<file path="config.mk">
export PLATFORM = sky130hd
export DESIGN_NAME = priority_write_queue_unit
export DESIGN_NICKNAME = d
export VERILOG_FILES = /design/src/sv/pwq_pkg.sv /design/src/sv/pwq_cell.sv /design/src/sv/priority_write_queue_unit.sv
export SDC_FILE = /design/constraint.sdc
export NUM_CORES = 2
export LEC_CHECK = 0
export ABC_AREA = 1
export BUFFER_PORTS_ARGS = -buffer_cell sky130_fd_sc_hd__buf_2
export CELL_PAD_IN_SITES_DETAIL_PLACEMENT = 0
export CELL_PAD_IN_SITES_GLOBAL_PLACEMENT = 1
export CORE_UTILIZATION = 44
export CTS_CLUSTER_DIAMETER = 40
export DETAILED_ROUTE_END_ITERATION = 7
export GPL_TIMING_DRIVEN = 0
export PLACE_DENSITY = 0.74
export SYNTH_ARGS = -nofsm -noshare
export SYNTH_HDL_FRONTEND = slang
export SYNTH_SLANG_ARGS = --single-unit
</file>
<file path="constraint.sdc">
create_clock -name clk -period 3.8 [get_ports clk]
set_clock_uncertainty 0.15 [all_clocks]
set_input_delay 0.76 -clock clk [delete_from_list [all_inputs] [get_ports clk]]
set_output_delay 0.76 -clock clk [all_outputs]
set_load 0.02 [all_outputs]
</file>
<file path="src/sv/pwq_pkg.sv">
// shared types and constants for the priority write queue
`default_nettype none

package pwq_pkg;

    localparam int QUEUE_DEPTH = 16;
    localparam int COUNT_W     = $clog2(QUEUE_DEPTH + 1);
    localparam int FILL_W      = 5;

    typedef enum logic
    {
        FUNC_ENQUEUE = 1'b0,
        FUNC_DEQUEUE = 1'b1
    } func_t;

    typedef enum logic
    {
        ST_IDLE,
        ST_SHIFT
    } state_t;

    typedef struct packed
    {
        logic [6:0]  dev;
        logic [7:0]  regaddr;
        logic [15:0] val;
        logic        wide;
        logic [7:0]  prio;
    } entry_t;

    // what a cell shows its neighbours
    typedef struct packed
    {
        entry_t entry;
        logic   swap;
    } cell_link_t;

    // chain-wide control from the sequencer
    typedef struct packed
    {
        logic   pop;
        logic   step;
        logic   urgent;
        entry_t new_entry;
    } cell_ctrl_t;

    localparam cell_link_t LINK_IDLE = '0;

endpackage

`default_nettype wire

</file>
<file path="src/sv/pwq_cell.sv">
// one queue place: holds an entry and trades it with its neighbours
`default_nettype none

module pwq_cell
(
    input  wire logic               clk,
    input  wire logic               rst_n,
    input  wire pwq_pkg::cell_ctrl_t ctrl,
    input  wire logic               load,
    input  wire logic               has_left,
    input  wire pwq_pkg::cell_link_t left,
    input  wire pwq_pkg::cell_link_t right,
    output pwq_pkg::cell_link_t     link
);
    import pwq_pkg::*;

    entry_t entry_reg;
    entry_t entry_next;
    logic   mark_reg;
    logic   mark_next;
    logic   swap;

    // marked entry moves one place towards the head while it outranks its neighbour
    assign swap = ctrl.step & mark_reg & has_left & (left.entry.prio < entry_reg.prio);

    always_comb
    begin
        entry_next = entry_reg;
        mark_next  = mark_reg;
        if (ctrl.pop)
        begin
            entry_next = right.entry;
        end
        else if (load)
        begin
            entry_next = ctrl.new_entry;
            mark_next  = ctrl.urgent;
        end
        else if (ctrl.step)
        begin
            mark_next = 1'b0;
            if (swap)
            begin
                entry_next = left.entry;
            end
            else if (right.swap)
            begin
                entry_next = right.entry;
                mark_next  = 1'b1;
            end
        end
    end

    always_ff @(posedge clk or negedge rst_n)
    begin
        if (!rst_n)
        begin
            mark_reg <= 1'b0;
        end
        else
        begin
            mark_reg <= mark_next;
        end
    end

    always_ff @(posedge clk)
    begin
        entry_reg <= entry_next;
    end

    assign link.entry = entry_reg;
    assign link.swap  = swap;

endmodule

`default_nettype wire

</file>
<file path="src/sv/priority_write_queue_unit.sv">
// top level: sequencer, fill count, result register and the chain of queue cells
// Bounded queue of pending bus register writes held in a row of cells in queue order, head
// first. Each item gets its result in the output register on the cycle after acceptance. A
// dequeue, a refused item or a write at or below normal_priority leaves the sequencer idle.
// An urgent write enters at the tail and then moves one place towards the head per cycle
// until it sits behind an entry of equal or higher priority, and the sequencer stays busy
// while it moves. The next item is taken once that movement has ended and the output
// register is free or being emptied.
`default_nettype none

module priority_write_queue_unit
(
    input  wire logic        clk,
    input  wire logic        rst_n,
    input  wire logic        in_valid,
    output logic             in_stall,
    input  wire logic        func,
    input  wire logic [6:0]  device_address,
    input  wire logic [7:0]  register_address,
    input  wire logic [15:0] write_value,
    input  wire logic        wide_value,
    input  wire logic [7:0]  priority_level,
    output logic             out_valid,
    input  wire logic        out_stall,
    output logic             accepted,
    output logic [6:0]       out_device,
    output logic [7:0]       out_register,
    output logic [15:0]      out_value,
    output logic             out_wide,
    output logic [4:0]       fill_level,
    input  wire logic        cfg_valid,
    output logic             cfg_ready,
    input  wire logic [7:0]  cfg_data
);
    import pwq_pkg::*;

    state_t             state_reg;
    state_t             state_next;
    logic [COUNT_W-1:0] count_reg;
    logic [COUNT_W-1:0] count_next;
    logic [7:0]         normal_reg;
    logic               out_valid_reg;
    logic               out_valid_next;
    logic               acc_reg;
    logic               acc_next;
    entry_t             res_reg;
    entry_t             res_next;
    logic [FILL_W-1:0]  fill_reg;
    logic [FILL_W-1:0]  fill_next;

    logic               take;
    logic               do_load;
    logic               do_pop;
    logic               do_step;
    logic               is_urgent;
    cell_ctrl_t         ctrl;
    logic [QUEUE_DEPTH-1:0] swaps;
    cell_link_t         links [QUEUE_DEPTH];

    assign take      = in_valid & ~in_stall;
    assign in_stall  = (state_reg != ST_IDLE) | (out_valid_reg & out_stall);
    assign cfg_ready = 1'b1;

    assign is_urgent = priority_level > normal_reg;
    assign ctrl      = '{pop: do_pop, step: do_step, urgent: is_urgent,
                         new_entry: '{dev: device_address, regaddr: register_address,
                                      val: write_value, wide: wide_value,
                                      prio: priority_level}};

    always_comb
    begin
        state_next     = state_reg;
        count_next     = count_reg;
        do_load        = 1'b0;
        do_pop         = 1'b0;
        do_step        = 1'b0;
        acc_next       = acc_reg;
        res_next       = res_reg;
        fill_next      = fill_reg;
        out_valid_next = out_valid_reg & out_stall;
        unique case (state_reg)
            ST_IDLE:
            begin
                if (take)
                begin
                    out_valid_next = 1'b1;
                    acc_next       = 1'b0;
                    res_next       = '0;
                    if (func == FUNC_ENQUEUE)
                    begin
                        if (count_reg < COUNT_W'(QUEUE_DEPTH))
                        begin
                            do_load    = 1'b1;
                            acc_next   = 1'b1;
                            count_next = count_reg + 1'b1;
                            if (is_urgent)
                            begin
                                state_next = ST_SHIFT;
                            end
                        end
                    end
                    else
                    begin
                        if (count_reg != '0)
                        begin
                            do_pop     = 1'b1;
                            acc_next   = 1'b1;
                            res_next   = links[0].entry;
                            count_next = count_reg - 1'b1;
                        end
                    end
                    fill_next = FILL_W'(count_next);
                end
            end
            ST_SHIFT:
            begin
                do_step = 1'b1;
                if (swaps == '0)
                begin
                    state_next = ST_IDLE;
                end
            end
            default:
            begin
                state_next = ST_IDLE;
            end
        endcase
    end

    genvar i;
    generate
        for (i = 0; i < QUEUE_DEPTH; i++)
        begin : g_cell
            cell_link_t left_link;
            cell_link_t right_link;
            logic       load_here;

            if (i == 0)
            begin : g_first
                assign left_link = LINK_IDLE;
            end
            else
            begin : g_inner_l
                assign left_link = links[i-1];
            end

            if (i == QUEUE_DEPTH - 1)
            begin : g_last
                assign right_link = LINK_IDLE;
            end
            else
            begin : g_inner_r
                assign right_link = links[i+1];
            end

            assign load_here = do_load & (count_reg == COUNT_W'(i));
            assign swaps[i]  = links[i].swap;

            pwq_cell u_cell
            (
                .clk      (clk),
                .rst_n    (rst_n),
                .ctrl     (ctrl),
                .load     (load_here),
                .has_left (i != 0),
                .left     (left_link),
                .right    (right_link),
                .link     (links[i])
            );
        end
    endgenerate

    always_ff @(posedge clk or negedge rst_n)
    begin
        if (!rst_n)
        begin
            state_reg     <= ST_IDLE;
            count_reg     <= '0;
            normal_reg    <= 8'd1;
            out_valid_reg <= 1'b0;
        end
        else
        begin
            state_reg     <= state_next;
            count_reg     <= count_next;
            out_valid_reg <= out_valid_next;
            if (cfg_valid & cfg_ready)
            begin
                normal_reg <= cfg_data;
            end
        end
    end

    always_ff @(posedge clk)
    begin
        acc_reg  <= acc_next;
        res_reg  <= res_next;
        fill_reg <= fill_next;
    end

    assign out_valid    = out_valid_reg;
    assign accepted     = acc_reg;
    assign out_device   = res_reg.dev;
    assign out_register = res_reg.regaddr;
    assign out_value    = res_reg.val;
    assign out_wide     = res_reg.wide;
    assign fill_level   = fill_reg;

endmodule

`default_nettype wire

</file>
Yosys cells after proc, flatten, opt, wreduce, memory -nomap -nowiden
Cells that the tools add are included.
{"block": "op_classes", "bitwise": 52, "n_addsub": 2, "eq_ne": 15, "n_reduce_logical": 82, "n_mux": 156, "order_cmp": 17}
{"op": "2-to-1 mux 40 bit", "count": 77}
{"op": "less-than comparator 8 bit", "count": 15}
{"op": "2-to-1 mux 1 bit", "count": 75}
{"op": "AND reduction 2 bit", "count": 33}
{"op": "nonzero test 4 bit", "count": 14}
{"op": "bitwise AND 1 bit", "count": 48}
{"op": "nonzero test 3 bit", "count": 16}
{"op": "equality test 5 x 4 -> 1 bit (second input constant)", "count": 8}
{"op": "nonzero test 2 bit", "count": 16}
{"op": "equality test 5 x 3 -> 1 bit (second input constant)", "count": 4}
{"op": "logical NOT 16 bit", "count": 1}
{"op": "2-to-1 mux 5 bit", "count": 3}
{"op": "equality test 5 x 2 -> 1 bit (second input constant)", "count": 2}
{"op": "> comparator 8 bit", "count": 1}
{"op": "adder 5 x 1 -> 5 bit (second input constant)", "count": 1}
{"op": "equality test 5 x 1 -> 1 bit (second input constant)", "count": 1}
{"op": "logical NOT 5 bit", "count": 1}
{"op": "less-than comparator 5 bit (second input constant)", "count": 1}
{"op": "nonzero test 5 bit", "count": 1}
{"op": "subtractor 5 x 1 -> 5 bit (second input constant)", "count": 1}
{"op": "inverter 1 bit", "count": 3}
{"op": "one-hot mux 1 bit (2 select lines)", "count": 1}
{"op": "bitwise OR 1 bit", "count": 1}
{"block": "totals", "out_inout_bits": 41, "register_bits": 708}

Depth between registers and ports, before layout
{"block": "logic_depth", "word_depth": 9, "depth_mapped": 14, "mapped_depth_nobuf": 13}

By module
A second synthesis with hierarchy kept.
{"block": "hier_totals", "cells_unflattened": 6686, "hier_area_um2": 50055.5}
{"module": "pwq_cell", "area_each_um2": 2964.1, "seq_area_each_um2": 1226.2, "n_inst": 16, "cells_per_inst": 400}
{"module": "priority_write_queue_unit", "area_each_um2": 2630.0, "seq_area_each_um2": 1517.7, "n_inst": 1, "cells_per_inst": 286}

Worst setup path after synthesis
No wires, ideal clock.
{"block": "synth_timing", "path_kind": "input to register", "start": "input out_stall", "end": "register g_cell[5].u_cell.entry_reg (netlist bit g_cell[5].u_cell.link[10]), enable pin", "setup_slack_ns": 0.192, "cell_stages": 7, "setup_time_ns": 0.719, "path_buffers": 2, "required_ns": 2.931, "arrival_time_ns": 2.740, "path_cell_list": "nand2_1 > nand3_2 > nor3_4 > buf_6 > nand4_2 > clkbuf_1 > nand4_1"}
{"block": "synth_between", "elab_chain_len": 9}
{"element": "start: declaration", "line": "priority_write_queue_unit.sv:24", "source": "input wire logic out_stall,"}
{"element": "bitwise AND 1 bit (*)", "line": "priority_write_queue_unit.sv:61", "source": "assign in_stall = (state_reg != ST_IDLE) | (out_valid_reg & out_stall);"}
{"element": "bitwise OR 1 bit (*)", "line": "priority_write_queue_unit.sv:61"}
{"element": "inverter 1 bit (*)", "line": "priority_write_queue_unit.sv:60", "source": "assign take = in_valid & ~in_stall;"}
{"element": "bitwise AND 1 bit (*)", "line": "priority_write_queue_unit.sv:60"}
{"element": "2-to-1 mux 1 bit", "line": "priority_write_queue_unit.sv:84", "source": "if (take)"}
{"element": "2-to-1 mux 1 bit", "line": "priority_write_queue_unit.sv:81", "source": "unique case (state_reg)"}
{"element": "bitwise AND 1 bit", "line": "priority_write_queue_unit.sv:156", "source": "assign load_here = do_load & (count_reg == COUNT_W'(i));"}
{"element": "nonzero test 4 bit (no line) or nonzero test 3 bit (tied branches)"}
{"element": "AND reduction 2 bit (no line) (*)"}
{"element": "end signal: assignment", "line": "pwq_cell.sv:68", "source": "entry_reg <= entry_next;"}
{"element": "end: declaration", "line": "pwq_cell.sv:17", "source": "entry_t entry_reg;"}
Mark *: on every way between the ends. The rest lies on a longest branch, timed or not.
A chain may end at the register's enable or synchronous reset.

Worst setup path after layout
{"block": "layout_timing", "start": "register count_reg[1]", "end": "register g_cell[1].u_cell.entry_reg (netlist bit g_cell[1].u_cell.link[19]), enable pin"}
{"block": "layout_between", "elab_chain_len": 8}
{"element": "start: declaration", "line": "priority_write_queue_unit.sv:39", "source": "logic [COUNT_W-1:0] count_reg;"}
{"element": "start signal: assignment", "line": "priority_write_queue_unit.sv:185", "source": "count_reg <= count_next;"}
{"element": "less-than comparator 5 bit", "line": "priority_write_queue_unit.sv:91", "source": "if (count_reg < COUNT_W'(QUEUE_DEPTH))"}
{"element": "2-to-1 mux 1 bit", "line": "priority_write_queue_unit.sv:91"}
{"element": "2-to-1 mux 1 bit", "line": "priority_write_queue_unit.sv:89", "source": "if (func == FUNC_ENQUEUE)"}
{"element": "2-to-1 mux 1 bit", "line": "priority_write_queue_unit.sv:84"}
{"element": "2-to-1 mux 1 bit", "line": "priority_write_queue_unit.sv:81"}
{"element": "bitwise AND 1 bit", "line": "priority_write_queue_unit.sv:156"}
{"element": "nonzero test 4 bit (no line) or nonzero test 3 bit (tied branches)"}
{"element": "AND reduction 2 bit (no line) (*)"}
{"element": "end signal: assignment", "line": "pwq_cell.sv:68"}
{"element": "end: declaration", "line": "pwq_cell.sv:17"}
Marked as above.

==> results.py <==
metrics = {
    "status": {
        "status": "completed",
    },
    "finish": {
        "n_fill_cell": 8309,
        "fin_util_pct": 53.0,
        "fin_nets": 5136,
        "largest_reg_flops": 640,
        "area_delta_synth_final_pct": 18.6,
        "layout_commonest_cell": "nand2_1",
        "layout-drive-gt1-share_pct": 9.03,
        "most-common-layout-cells": "nand2_1 (1,287), o21ai_0 (1,031), edfxtp_1 (638), inv_1 (514), nor2_1 (277)",
    },
    "die": {
        "core_um2": 87300,
        "die-area_um2": 90000,
        "rows": 108,
        "start_util_pct": 44.7,
        "die_h_um": 300,
        "ioPinCount": 95,
        "dieWidth_um": 300,
    },
    "power_and_ir_drop": {
        "p_leak_uw": 0.0193,
        "power.internal_uw": 21000,
        "power_frac_comb_pct": 19.2,
        "seqPwrFrac_pct": 38.4,
        "power_uw": 29900,
        "switching_share_pct": 29.8,
        "ir_worst_vdd_v": 0.000437,
        "switchingPower_uw": 8910,
        "p_clk_share_pct": 42.4,
        "power.density_nw_per_um2": 646,
    },
    "clocking": {
        "clk_path_buf_depth": 3,
        "cts_tree": "built",
        "cts_root_buffer": "clkbuf_16",
        "clock_latency_ns": 0.73,
        "numCtsBuffers": 140,
        "h-tree-depth": 4,
        "clock-sinks": 708,
        "cts_hold_buf": 0,
        "clk_pin_slew_ns": 0.05,
    },
    "setup_path": {
        "cp_num_cells": 9,
        "worstPathRequired_ns": 4.10,
        "crit_arrival_ns": 3.92,
        "critPathBufInv": 4,
        "worstRegToRegCells": 9,
        "crit_fanout": 32,
        "startpoint_type": "flip-flop",
        "path_delay_family": "buffers and inverters",
        "worst_path_max_delay_cell": "buf_2",
        "end_kind": "flip-flop",
        "critPathMaxStageDelay_ns": 0.47,
        "path_cells": "inv_1, ha_1, nand3_1, nand2_2, nor2_2, inv_2, buf_2, nand3_2, buf_12",
        "crit_type": "reg -> reg",
        "r2r_slack_ns": 0.18,
    },
    "global_route": {
        "grt_pass1_wl_mm": 192,
        "grt_overflow": 0,
        "grt_max_degree": 48,
        "grt_pass1_vias": 31000,
        "antenna_found_initial": 9,
        "grt.total_usage_pct": 28.8,
    },
    "logic_synthesis": {
        "synth_compound_area_share_pct": 17.6,
        "ys_seq_elements": 708,
        "yosys_warnings": 0,
        "ys_types": 42,
        "avgSynthCellArea_um2": 8.31,
        "synthXorXnorAreaFrac_pct": 0.0897,
        "yosys.area_share.simple_pct": 16.9,
        "synthAdderAreaFrac_pct": 3.78,
        "synth_nets": 4871,
        "synth_top_family_by_area": "compound AO/OA/AOI/OAI gates",
        "yosys-mux-area-fraction_pct": 0.0288,
        "netlist_instances": 4699,
        "syn-cell-area_um2": 39100,
        "yosysSeqAreaShare_pct": 53.0,
    },
    "drt": {
        "vias": 32900,
        "met3_length_mm": 11.9,
        "vias_per_cell": 5.28,
        "ant_nets": 0,
        "m1WireLength_mm": 59.4,
        "drc": 0,
        "dr.pass1.iters": 6,
        "wl_per_cell_um": 20.8,
        "drtIter0Drc": 3109,
        "met2_length_mm": 55.4,
        "top_layer": "met5",
        "finalWirelength_mm": 130,
    },
    "sta": {
        "slew_violations": 0,
        "worst_pin_slew_ns": 0.968,
        "relSlewSlack_pct": 35.5,
        "rsz0062_at_grt": "false",
        "setup_viol": 0,
        "min_period_ns": 3.62,
        "hold_viol_final": 0,
        "period_share_pct": 95.3,
        "clock.fmax_mhz": 276,
    },
    "place": {
        "numPortBuffers": 93,
        "dp_hpwl_mm": 103,
        "place_congestion": 0.865,
    },
    "flow_run": {
        "drv_cap": 0,
    },
    "hold_path": {
        "hold_class": "in -> async",
    },
}
-- cell usage after synthesis (all sizes together) --
cell type	number	area, µm²
xor2	3	26.3
nor2	279	1050
clkinv	7	26.3
mux2	1	11.3
ha	118	1480
o211ai	19	143
a21boi	1	7.51
nor3	2	21.3
dfxtp	40	801
o21bai	82	616
nand4	17	119
edfxtp	638	19200
a31o	1	8.76
dfstp	1	26.3
nand3b	1	7.51
o21ai	1068	5350
or2	1	6.26
nand3	99	516
o221ai	2	17.5
inv	523	1960
o21a	2	15.0
nand2	1289	4840
nor3b	3	27.5
dfrtp	29	726
a21oi	140	701
conb	1	3.75
buf	97	500
clkbuf	231	867
o22ai	1	6.26
and3	2	12.5
xnor2	1	8.76
-- routing by layer --
metal | up-vias | track usage, %
met5 | - | 0
met4 | 6 | 8.35
met3 | 176 | 5.56
met2 | 1351 | 43.0
met1 | 15100 | 42.2
li1 | 16200 | -
-- what timing repair did --
| action | 4_1_cts | 5_1_grt |
|---|---|---|
| buffers inserted | 9 | 0 |
| setup endpoints to repair | 515 | 7 |
| gates resized for setup | 2 | 1 |
| pin swaps | 7 | 0 |
-- cell families (layout without fill, tap and decap cells) --
| kind of cell | Yosys count | count (layout) |
|---|---|---|
| AND/OR/NAND/NOR | 1693 | 1693 |
| other | 1 | 4 |
| multiplexers | 1 | 1 |
| flip-flops | 708 | 708 |
| XOR/XNOR | 4 | 4 |
| buffers and inverters | 858 | 1232 |
| adder cells (fa/ha/maj) | 118 | 118 |
| AO/OA/AOI/OAI | 1316 | 1316 |
-- stage by stage --
| step | TNS (ns) | setup slack [ns] | hold slack [ns] | std cells | area (µm²) |
|---|---|---|---|---|---|
| 2_1_floorplan | 0 | 0.192 | 0.314 | 4699 | 39100 |
| 3_3_place_gp | -936.70 | -2.01 | 0.367 | 5947 | 41000 |
| 3_5_place_dp | -129.69 | -0.700 | 0.361 | 5969 | 41400 |
| 4_1_cts | 0 | 0.177 | 0.0116 | 6228 | 46300 |
| 5_1_grt | 0 | 0.0759 | 0.0680 | 6228 | 46300 |
| 6_report | 0 | 0.178 | 0.0138 | 6231 | 46300 |
-- power by group through the flow --
stage / Combinational [µW] / Sequential, µW / Clock, µW
4_1_cts: 5700 / 11500 / 12800
3_5_place_dp: 5630 / 11600 / 0
5_1_grt: 6450 / 11600 / 13100
2_1_floorplan: 3520 / 11500 / 0
3_3_place_gp: 5220 / 11700 / 0
6_report: 5730 / 11500 / 12700
-- area by class of cell --
class	instances	area (µm²)	share of cell area [%]
diodes	3	7.51	0.0162
plain buffers	327	1370	2.95
inverters	530	1990	4.30
flip-flops and latches	708	20700	44.7
clock inverters	80	1010	2.19
multi-input cells	3133	15000	32.5
well taps	1155	1450	3.12
clock buffers	171	3780	8.16
repair buffers	124	953	2.06
-- path summary, 6_finish.rpt --
kind,startpoint,endpoint
setup / recovery,count_reg[1],g_cell[1].u_cell.link[19]
hold / removal,rst_n,normal_reg[3]
setup reg to reg,count_reg[1],g_cell[1].u_cell.link[19]
hold reg to reg,g_cell[15].u_cell.mark_reg,g_cell[15].u_cell.mark_reg
max in group asynchronous,rst_n,normal_reg[4]
min in group clk,cfg_data[7],normal_reg[7]
Note: power is estimated with default switching activity, not from simulation.
